File: config.mk
export PLATFORM = sky130hd
export DESIGN_NAME = postfix_stack_evaluator_core
export DESIGN_NICKNAME = d
export VERILOG_FILES = /design/src/design/pse_pkg.sv /design/src/design/pse_ram.sv /design/src/design/pse_div.sv /design/src/design/postfix_stack_evaluator_core.sv
export VERILOG_INCLUDE_DIRS = /design/src /design/src/design
export SDC_FILE = /design/constraint.sdc
export NUM_CORES = 2
export LEC_CHECK = 0
export ABC_CLOCK_PERIOD_IN_PS = 28800
export BUFFER_PORTS_ARGS = -buffer_cell sky130_fd_sc_hd__buf_2
export CELL_PAD_IN_SITES_DETAIL_PLACEMENT = 0
export CELL_PAD_IN_SITES_GLOBAL_PLACEMENT = 2
export CORE_MARGIN = 1.5
export CORE_UTILIZATION = 45
export DETAILED_ROUTE_END_ITERATION = 6
export PLACE_DENSITY = 0.89
export SLEW_MARGIN = 20
export SYNTH_ARGS = -nofsm -noshare
export SYNTH_HDL_FRONTEND = slang
export SYNTH_SLANG_ARGS = --single-unit
export TNS_END_PERCENT = 10
File: constraint.sdc
create_clock -name clk -period 28.8 [get_ports clk]
set_clock_uncertainty 0.1 [all_clocks]
set_input_delay 5.76 -clock clk [delete_from_list [all_inputs] [get_ports clk]]
set_output_delay 5.76 -clock clk [all_outputs]
set_load 0.01 [all_outputs]
File: src/design/assert_macros.svh
// Assertion macros for the evaluator RTL.
// No dependencies.
`ifndef ASSERT_MACROS_SVH
`define ASSERT_MACROS_SVH
// Implication checked on every rising clock edge outside reset.
`define ASSERT_IMPL(label, clk, rst_n, ante, cons) \
    label: assert property (@(posedge clk) disable iff (!rst_n) (ante) |-> (cons)) \
        else $error("assertion failed");
// Next-cycle implication checked outside reset.
`define ASSERT_NEXT(label, clk, rst_n, ante, cons) \
    label: assert property (@(posedge clk) disable iff (!rst_n) (ante) |=> (cons)) \
        else $error("assertion failed");
`endif

File: src/design/pse_pkg.sv
// Shared types and codes for the postfix stack evaluator.
// No dependencies.
`default_nettype none
package pse_pkg;
    localparam logic [2:0] OP_PUSH = 3'd0;
    localparam logic [2:0] OP_ADD  = 3'd1;
    localparam logic [2:0] OP_SUB  = 3'd2;
    localparam logic [2:0] OP_MUL  = 3'd3;
    localparam logic [2:0] OP_DIV  = 3'd4;

    localparam logic [2:0] ST_OK        = 3'd0;
    localparam logic [2:0] ST_UNDERFLOW = 3'd1;
    localparam logic [2:0] ST_OVERFLOW  = 3'd2;
    localparam logic [2:0] ST_DIVZERO   = 3'd3;
    localparam logic [2:0] ST_DEPTH     = 3'd4;

    typedef struct packed {
        logic        start;
        logic signed [31:0] a;
        logic signed [31:0] b;
    } div_req_t;

    typedef struct packed {
        logic        done;
        logic signed [31:0] q;
    } div_rsp_t;

    function automatic logic signed [31:0] sat32(input logic signed [65:0] v);
        if (v > 66'sd2147483647)
            return 32'sh7fffffff;
        else if (v < -66'sd2147483648)
            return 32'sh80000000;
        else
            return v[31:0];
    endfunction
endpackage
`default_nettype wire

File: src/design/pse_ram.sv
// Generic single-port-write, single-read RAM with registered read.
// No dependencies.
`default_nettype none
module pse_ram #(
    parameter int WIDTH = 32,
    parameter int DEPTH = 16
) (
    input  wire                      clk,
    input  wire                      we,
    input  wire [$clog2(DEPTH)-1:0]  waddr,
    input  wire [WIDTH-1:0]          wdata,
    input  wire [$clog2(DEPTH)-1:0]  raddr,
    output logic [WIDTH-1:0]         rdata
);
    logic [WIDTH-1:0] mem [DEPTH];

    always_ff @(posedge clk)
    begin
        if (we)
            mem[waddr] <= wdata;
        rdata <= mem[raddr];
    end
endmodule
`default_nettype wire

File: src/design/pse_div.sv
// Iterative signed divider: (a << FRACTION_BITS) / b, truncated, saturated.
// Depends on pse_pkg. One quotient bit per cycle.
`default_nettype none
module pse_div #(
    parameter int FRACTION_BITS = 16
) (
    input  wire              clk,
    input  wire              rst_n,
    input  pse_pkg::div_req_t req,
    output pse_pkg::div_rsp_t rsp
);
    localparam int NB = 32 + FRACTION_BITS;
    localparam int CW = $clog2(NB + 1);

    logic [NB-1:0]   num_reg;
    logic [31:0]     rem_reg;
    logic [31:0]     den_reg;
    logic            neg_reg;
    logic            busy_reg;
    logic [CW-1:0]   cnt_reg;
    logic            done_reg;
    logic signed [31:0] q_reg;

    logic [31:0]     abs_a;
    logic [31:0]     abs_b;
    logic [32:0]     trial;
    logic [32:0]     diff;
    logic [NB:0]     mag;
    logic signed [NB+1:0] sq;

    assign abs_a = req.a[31] ? 32'(-req.a) : 32'(req.a);
    assign abs_b = req.b[31] ? 32'(-req.b) : 32'(req.b);
    assign trial = {rem_reg, num_reg[NB-1]};
    assign diff  = trial - {1'b0, den_reg};
    assign mag   = {1'b0, num_reg[NB-2:0], ~diff[32]};
    assign sq    = neg_reg ? -$signed({1'b0, mag}) : $signed({1'b0, mag});

    always_ff @(posedge clk or negedge rst_n)
    begin
        if (!rst_n)
        begin
            busy_reg <= 1'b0;
            done_reg <= 1'b0;
            cnt_reg  <= '0;
            rem_reg  <= '0;
            num_reg  <= '0;
            den_reg  <= '0;
            neg_reg  <= 1'b0;
            q_reg    <= '0;
        end
        else
        begin
            done_reg <= 1'b0;
            if (req.start)
            begin
                busy_reg <= 1'b1;
                cnt_reg  <= CW'(NB);
                rem_reg  <= '0;
                num_reg  <= NB'(abs_a) << FRACTION_BITS;
                den_reg  <= abs_b;
                neg_reg  <= req.a[31] ^ req.b[31];
            end
            else if (busy_reg)
            begin
                rem_reg <= diff[32] ? trial[31:0] : diff[31:0];
                num_reg <= {num_reg[NB-2:0], ~diff[32]};
                cnt_reg <= cnt_reg - CW'(1);
                if (cnt_reg == CW'(1))
                begin
                    busy_reg <= 1'b0;
                    done_reg <= 1'b1;
                    q_reg    <= pse_pkg::sat32(66'(sq));
                end
            end
        end
    end

    assign rsp.done = done_reg;
    assign rsp.q    = q_reg;
endmodule
`default_nettype wire

File: src/design/postfix_stack_evaluator_core.sv
// Top level of the postfix stack evaluator.
// Depends on pse_pkg, pse_ram, pse_div, assert_macros.svh.
//
// channel | dir | signals
// in      | in  | in_valid in_ready func push_value last
// out     | out | out_valid out_ready result_value status
//
// Push, unused code or error: completes when accepted; add/sub: read top,
// read second, write back; multiply: adds a registered product step;
// divide: waits on the bit-serial divider. A last instruction stalls
// while a result waits on out_ready. Reset empties the stack; no clearing
// pass.
`default_nettype none
`include "assert_macros.svh"
module postfix_stack_evaluator_core #(
    parameter int STACK_ENTRIES = 16,
    parameter int FRACTION_BITS = 16
) (
    input  wire                clk,
    input  wire                rst_n,
    input  wire                in_valid,
    output logic               in_ready,
    input  wire  [2:0]         func,
    input  wire  signed [31:0] push_value,
    input  wire                last,
    output logic               out_valid,
    input  wire                out_ready,
    output logic signed [31:0] result_value,
    output logic [2:0]         status
);
    localparam int AW = $clog2(STACK_ENTRIES);
    localparam int DW = $clog2(STACK_ENTRIES + 1);

    localparam logic [2:0] S_IDLE = 3'd0;
    localparam logic [2:0] S_RDB  = 3'd1;
    localparam logic [2:0] S_RDA  = 3'd2;
    localparam logic [2:0] S_EXE  = 3'd3;
    localparam logic [2:0] S_MUL  = 3'd4;
    localparam logic [2:0] S_DIV  = 3'd5;

    logic [2:0]         state_reg, state_next;
    logic [DW-1:0]      depth_reg, depth_next;
    logic [2:0]         err_reg, err_next;
    logic [2:0]         op_reg, op_next;
    logic               last_reg, last_next;
    logic signed [31:0] a_reg, a_next;
    logic signed [31:0] b_reg, b_next;
    logic signed [63:0] prod_reg, prod_next;
    logic signed [31:0] res_reg, res_next;
    logic [2:0]         st_reg, st_next;
    logic signed [31:0] bottom_reg, bottom_next;
    logic               out_valid_reg, out_valid_next;

    logic          we;
    logic [AW-1:0] waddr, raddr;
    logic [31:0]   wdata, rdata;
    pse_pkg::div_req_t dreq;
    pse_pkg::div_rsp_t drsp;

    logic acc, fin, wr_done;
    logic signed [65:0] sum;
    logic signed [63:0] mul_hi;
    logic signed [31:0] res_val;

    pse_ram #(.WIDTH(32), .DEPTH(STACK_ENTRIES)) u_ram (
        .clk(clk), .we(we), .waddr(waddr), .wdata(wdata),
        .raddr(raddr), .rdata(rdata)
    );

    pse_div #(.FRACTION_BITS(FRACTION_BITS)) u_div (
        .clk(clk), .rst_n(rst_n), .req(dreq), .rsp(drsp)
    );

    assign in_ready = (state_reg == S_IDLE) && !(last && out_valid_reg);
    assign acc      = in_valid && in_ready;
    assign sum      = (op_reg == pse_pkg::OP_SUB) ? 66'(a_reg) - 66'(b_reg)
                                                  : 66'(a_reg) + 66'(b_reg);
    assign mul_hi   = prod_reg >>> (31 + FRACTION_BITS);

    always_comb
    begin
        state_next     = state_reg;
        depth_next     = depth_reg;
        err_next       = err_reg;
        op_next        = op_reg;
        last_next      = last_reg;
        a_next         = a_reg;
        b_next         = b_reg;
        prod_next      = prod_reg;
        res_next       = res_reg;
        st_next        = st_reg;
        bottom_next    = bottom_reg;
        out_valid_next = out_valid_reg && !out_ready;
        we         = 1'b0;
        waddr      = AW'(depth_reg);
        wdata      = push_value;
        raddr      = AW'(depth_reg - DW'(1));
        dreq.start = 1'b0;
        dreq.a     = a_reg;
        dreq.b     = b_reg;
        fin        = 1'b0;
        wr_done    = 1'b0;
        res_val    = pse_pkg::sat32(sum);
        case (state_reg)
            S_IDLE:
            begin
                if (acc)
                begin
                    op_next   = func;
                    last_next = last;
                    fin       = last;
                    if (err_reg == pse_pkg::ST_OK && func <= pse_pkg::OP_DIV)
                    begin
                        if (func == pse_pkg::OP_PUSH)
                        begin
                            if (depth_reg < DW'(STACK_ENTRIES))
                            begin
                                we         = 1'b1;
                                depth_next = depth_reg + DW'(1);
                            end
                            else
                                err_next = pse_pkg::ST_OVERFLOW;
                        end
                        else if (depth_reg < DW'(2))
                            err_next = pse_pkg::ST_UNDERFLOW;
                        else
                        begin
                            fin        = 1'b0;
                            state_next = S_RDB;
                        end
                    end
                end
            end
            S_RDB:
            begin
                b_next     = $signed(rdata);
                raddr      = AW'(depth_reg - DW'(2));
                state_next = S_RDA;
            end
            S_RDA:
            begin
                a_next     = $signed(rdata);
                state_next = S_EXE;
            end
            S_EXE:
            begin
                case (op_reg)
                    pse_pkg::OP_MUL:
                    begin
                        prod_next  = 64'(a_reg) * 64'(b_reg);
                        state_next = S_MUL;
                    end
                    pse_pkg::OP_DIV:
                    begin
                        if (b_reg == '0)
                        begin
                            err_next   = pse_pkg::ST_DIVZERO;
                            state_next = S_IDLE;
                            fin        = last_reg;
                        end
                        else
                        begin
                            dreq.start = 1'b1;
                            state_next = S_DIV;
                        end
                    end
                    default:
                        wr_done = 1'b1;
                endcase
            end
            S_MUL:
            begin
                if (mul_hi != '0 && mul_hi != '1)
                    res_val = prod_reg[63] ? 32'sh80000000 : 32'sh7fffffff;
                else
                    res_val = prod_reg[31+FRACTION_BITS -: 32];
                wr_done = 1'b1;
            end
            S_DIV:
            begin
                res_val = drsp.q;
                wr_done = drsp.done;
            end
            default:
                state_next = S_IDLE;
        endcase
        if (wr_done)
        begin
            we         = 1'b1;
            waddr      = AW'(depth_reg - DW'(2));
            wdata      = res_val;
            depth_next = depth_reg - DW'(1);
            state_next = S_IDLE;
            fin        = last_reg;
        end
        if (we && waddr == '0)
            bottom_next = $signed(wdata);
        if (fin)
        begin
            out_valid_next = 1'b1;
            if (err_next != pse_pkg::ST_OK)
            begin
                st_next  = err_next;
                res_next = '0;
            end
            else if (depth_next != DW'(1))
            begin
                st_next  = pse_pkg::ST_DEPTH;
                res_next = '0;
            end
            else
            begin
                st_next  = pse_pkg::ST_OK;
                res_next = bottom_next;
            end
            depth_next = '0;
            err_next   = pse_pkg::ST_OK;
        end
    end

    always_ff @(posedge clk or negedge rst_n)
    begin
        if (!rst_n)
        begin
            state_reg     <= S_IDLE;
            depth_reg     <= '0;
            err_reg       <= pse_pkg::ST_OK;
            op_reg        <= pse_pkg::OP_PUSH;
            last_reg      <= 1'b0;
            a_reg         <= '0;
            b_reg         <= '0;
            prod_reg      <= '0;
            res_reg       <= '0;
            st_reg        <= pse_pkg::ST_OK;
            bottom_reg    <= '0;
            out_valid_reg <= 1'b0;
        end
        else
        begin
            state_reg     <= state_next;
            depth_reg     <= depth_next;
            err_reg       <= err_next;
            op_reg        <= op_next;
            last_reg      <= last_next;
            a_reg         <= a_next;
            b_reg         <= b_next;
            prod_reg      <= prod_next;
            res_reg       <= res_next;
            st_reg        <= st_next;
            bottom_reg    <= bottom_next;
            out_valid_reg <= out_valid_next;
        end
    end

    assign out_valid    = out_valid_reg;
    assign result_value = res_reg;
    assign status       = st_reg;

    `ASSERT_IMPL(a_no_accept_busy, clk, rst_n, state_reg != S_IDLE, !in_ready)
    `ASSERT_IMPL(a_depth_bound, clk, rst_n, 1'b1, depth_reg <= DW'(STACK_ENTRIES))
    `ASSERT_NEXT(a_out_hold, clk, rst_n, out_valid && !out_ready, out_valid && $stable(status) && $stable(result_value))
endmodule
`default_nettype wire
# After elaboration in Yosys (flattened, before gate mapping)
# Memories as Yosys holds them, arrays and structs flattened. A register that Yosys moved wholly into a read port is not among the register bits.
# Index checks and enable logic that the tools add are counted.
# word_totals
regBits	364
in_bits	40
ramBits	512
n_memories	1
# classes
order_cmp	7
bitwise	3
addsub	10
mul	1
reduce_logical	23
eq_ne	17
muxes	78
# mem_list
memory	words	width	read_ports	rd_clocked_by_memory_dff	wr	line	rtl
u_ram.mem	16	32	1	1	1	pse_ram.sv:15	logic [WIDTH-1:0] mem [DEPTH];
# ops
operator	n
two-way mux 32 bit	15
two-way mux 48 bit	2
> comparator 66 x 32 -> 1 bit (second input constant)	1
< comparator 66 x 32 -> 1 bit (second input constant)	1
two-way mux 66 bit	1
multiplier 32 x 32 -> 64 bit	1
!= test 64 bit (second input constant)	1
negation 32 bit	2
one-hot mux 32 bit (2 select lines)	1
nonzero test 64 bit	1
> comparator 50 x 32 -> 1 bit (second input constant)	1
< comparator 50 x 32 -> 1 bit (second input constant)	1
two-way mux 50 bit	1
negation 48 -> 50 bit	1
two-way mux 3 bit	16
two-way mux 5 bit	7
adder 32 x 32 -> 33 bit	1
subtractor 32 x 32 -> 33 bit	1
subtractor 33 x 32 -> 33 bit	1
logical NOT 32 bit	1
two-way mux 1 bit	26
one-hot mux 3 bit (5 select lines)	1
== test 3 x 2 -> 1 bit (second input constant)	4
two-way mux 6 bit	2
other kinds (31)	49

# Logic depth before layout (Yosys ltp)
# logic_depth
word_depth	11
depth_mapped	34
depth_no_buf	31

# By module
# A second synthesis with hierarchy kept.
# hier_totals
cells_unflattened	7488
hier_area_um2	79127.1
# by_module_without_submodules
mod	n_inst	cells_each	seq_area_each_um2	area_each_um2
postfix_stack_evaluator_core	1	5349	4879.7	48405.2
pse_ram	1	838	16015.4	19835.3
pse_div	1	1301	3828.7	10886.7

# Least setup slack after synthesis
# OpenSTA, ideal clock, no wires.
# synth_timing
path_type	input to output
startpoint	in last
endpoint	out in_ready
path_buffers	0
slack_ns	16.930
cell_stages	1
required_ns	22.940
arrival_ns	6.010
path_cell_list	a21boi_1
# synth_between
elab_chain_cells	3
# synth_lines
item	line	rtl
start, declared	postfix_stack_evaluator_core.sv:25	input wire last,
logical AND 1 bit	postfix_stack_evaluator_core.sv:74	assign in_ready = (state_reg == S_IDLE) && !(last && out_valid_reg);
logical NOT 1 bit	postfix_stack_evaluator_core.sv:74	
logical AND 1 bit	postfix_stack_evaluator_core.sv:74	
end, declared	postfix_stack_evaluator_core.sv:22	output logic in_ready,
# Every way passes these cells.

# Worst setup path in the final report
# Same ends and word-level chain as after synthesis.

==> flow_summary.json <==
{
  "timing.final.crit_period_ns": 12.11,
  "num-nets-final": 8511,
  "clock-root-buffer": "sky130_fd_sc_hd__clkbuf_16",
  "core_mm2": 0.172,
  "netlist.area_leader.share_pct": 27.8,
  "tightest_slew_ns": 1.15,
  "critical_path_arrival_ns": 6.25,
  "ys.warnings.count": 0,
  "layout.filler_cells": 15647,
  "std_cell_rows": 152,
  "max_slew_margin_pct": 23.2,
  "die_y_um": 420,
  "grt_start_max_net_pins": 129,
  "gpl.final_weighted_congestion": 0.930,
  "drt_first_pass_iters": 5,
  "hold_path.class": "flop to flop",
  "grt_antenna_before_repair": 8,
  "detailed_place_hpwl_um": 158000,
  "start_util_pct": 45.4,
  "max_cap_viol_count": 0,
  "grt_util_met2_pct": 42.0,
  "required_time_at_the_worst_slack_endpoint_ns": 22.94,
  "largest_reg_flops": 512,
  "max_freq_ghz": 0.0826,
  "fin_crit_sh_pct": 42.1,
  "setup_viol": 0,
  "hold_slack_ns": 0.380,
  "finalHoldViolCount": 0,
  "clk-insertion-delay-late_ns": 0.72,
  "detailroute.via_count": 52987,
  "worst-setup-path-type": "input port to output port",
  "htree_num_levels": 3,
  "place.port_buffers": 76,
  "sequential_cell_area_fraction_in_the_yosys_report_pct": 31.7,
  "grt_pass1_wl_um": 338000,
  "final-seq-area_mm2": 0.0247,
  "cts_tree": "yes",
  "synth.most_common_cell": "sky130_fd_sc_hd__inv_1",
  "cts_made_buffers": 82,
  "grt_use_total_pct": 25.5,
  "final_number_of_max_transition_violations": 0,
  "grt_busiest_layer": "met2",
  "synth_edf_count": 512,
  "timing.setup.tns_ns": 0,
  "die_w_um": 420,
  "unrepaired_setup_endpoints_after_global_routing": "no",
  "areaGrowthSynthToFinish_pct": 7.35,
  "post-cts-setup-buffer-count": 0,
  "synth_commonest_cells": "1,130 x sky130_fd_sc_hd__inv_1, 1,083 x sky130_fd_sc_hd__fa_1, 815 x sky130_fd_sc_hd__nand2_1",
  "post_drt_wl_per_cell_um": 23.2,
  "num_antenna_cells": 0,
  "overflow_after_grt": 0,
  "synthCells": 7291,
  "crit_path_max_fanout": 4,
  "worst_setup_path_start_kind": "input port",
  "synth-seq-cells": 892,
  "route.detailed.vias_per_inst": 5.57,
  "ant_nets": 0,
  "grt_util_met3_pct": 3.68,
  "asyncSetResetFlopFracSynth_pct": 39.0,
  "drt-total-wl_um": 221000,
  "multi_input_comb_area_mm2": 0.0477,
  "clock_sinks": 892,
  "timing.rr.start": "a_reg[31]",
  "cts.reportedPaths.clkPinSlew_ns": 0.05,
  "crit_path_end_kind": "output port",
  "post_synth_num_cell_types": 88,
  "cell_area_after_synthesis_mm2": 0.0781,
  "post_synth_top_area_cell": "sky130_fd_sc_hd__fa_1",
  "ctsLongestPathBuffers": 3,
  "number_of_primary_i_o_pins": 77,
  "final_layout_size_suffix_gt1_share_pct": 8.66,
  "synth.net_count": 8670,
  "timing.hold.worst.start": "u_div.den_reg[15]",
  "dieArea_mm2": 0.176,
  "critical_path_source": "last",
  "cts_hold_buf": 0,
  "drc": 0,
  "postSynthAreaPerCell_um2": 10.7,
  "outcome": "completed",
  "ys_top_cells_by_area": "sky130_fd_sc_hd__fa_1 28%, sky130_fd_sc_hd__edfxtp_1 20%, sky130_fd_sc_hd__dfrtp_1 11%",
  "dr_iter_0_viols": 4461,
  "cts-resized-gates": 0,
  "yosys_most_used_dff": "sky130_fd_sc_hd__edfxtp_1",
  "via_count_of_the_first_global_routing_pass": 54657,
  "gr-usage-met1_pct": 35.3
}
area by class of cell:
class / count / area share (%)
clock buffer: 107 / 2.63
clock inverter: 47 / 0.760
inverter: 1132 / 5.07
multi-input combinational: 4815 / 56.9
sequential: 892 / 29.5
tap: 2310 / 3.45
timing repair buffer: 209 / 1.70
metal layers:
layer  part of all wire (%)  vias to the layer above  routed length, um
li1                       -                    23237                  -
met1                     42                    27836              93200
met2                     48                     1616             107000
met3                    6.4                      294              14200
met4                    3.1                        4               6780
met5                  0.012                        -                 27
final timing paths:
check                      depth (start not counted)  slack [ns]           endpoint
max                                                3       16.69           in_ready
min                                                2        0.38  u_div.den_reg[15]
max reg2reg                                       27       18.84       prod_reg[63]
min reg2reg                                        2        0.38  u_div.den_reg[15]
max in group asynchronous                          3       21.52   u_div.rem_reg[4]
min in group asynchronous                          1        4.94     bottom_reg[27]
worst max-delay path, cell delays in order:
cell	delay (ns)
sky130_fd_sc_hd__buf_2	0.13
sky130_fd_sc_hd__a21boi_1	0.19
sky130_fd_sc_hd__buf_2	0.17
cells by family (layout without fill, tap and decap cells):
family	count (synthesis)	count (layout)	synth area share, %
simple gates	1985	1985	12.4
buf+inv	1584	1495	7.65
fa+ha+maj	1341	1341	31.9
compound gates	942	942	7.57
flops	892	892	31.7
mux	301	301	6.02
xor+xnor	246	246	2.76
layout by cell type (no fill, tap or decap), drive strengths merged, types with 20 or more instances in the layout:
cell type,n
and2,512
xor2,112
o22ai,20
ha,256
mux2i,102
inv,1134
clkbuf,107
nor2,279
a21o,69
fa,1083
a31oi,34
xnor2,134
nor4,23
o31ai,47
nor3,57
mux2,71
a211oi,81
buf,209
dfxtp,32
o21ai,288
nand2b,41
clkinv,29
nor2b,53
nand4,29
edfxtp,512
nand3,45
or3,40
mux4,128
a21oi,220
nand2,815
dfrtp,348
metrics by stage:
stage	instance area (um2)	setup WS (ns)	instances	utilization (%)
final	83800	16.69	9512	48.7
after global placement	80900	16.68	9357	47.0
after global routing	83800	16.66	9512	48.7
after floorplan	78100	16.93	7291	-
after detailed placement	80900	16.69	9357	47.0
after CTS	83700	16.68	9511	48.7
Power is left out: the tool's default activity adds up to more than one toggle a clock period on the data nets, which glitch-free logic cannot reach.
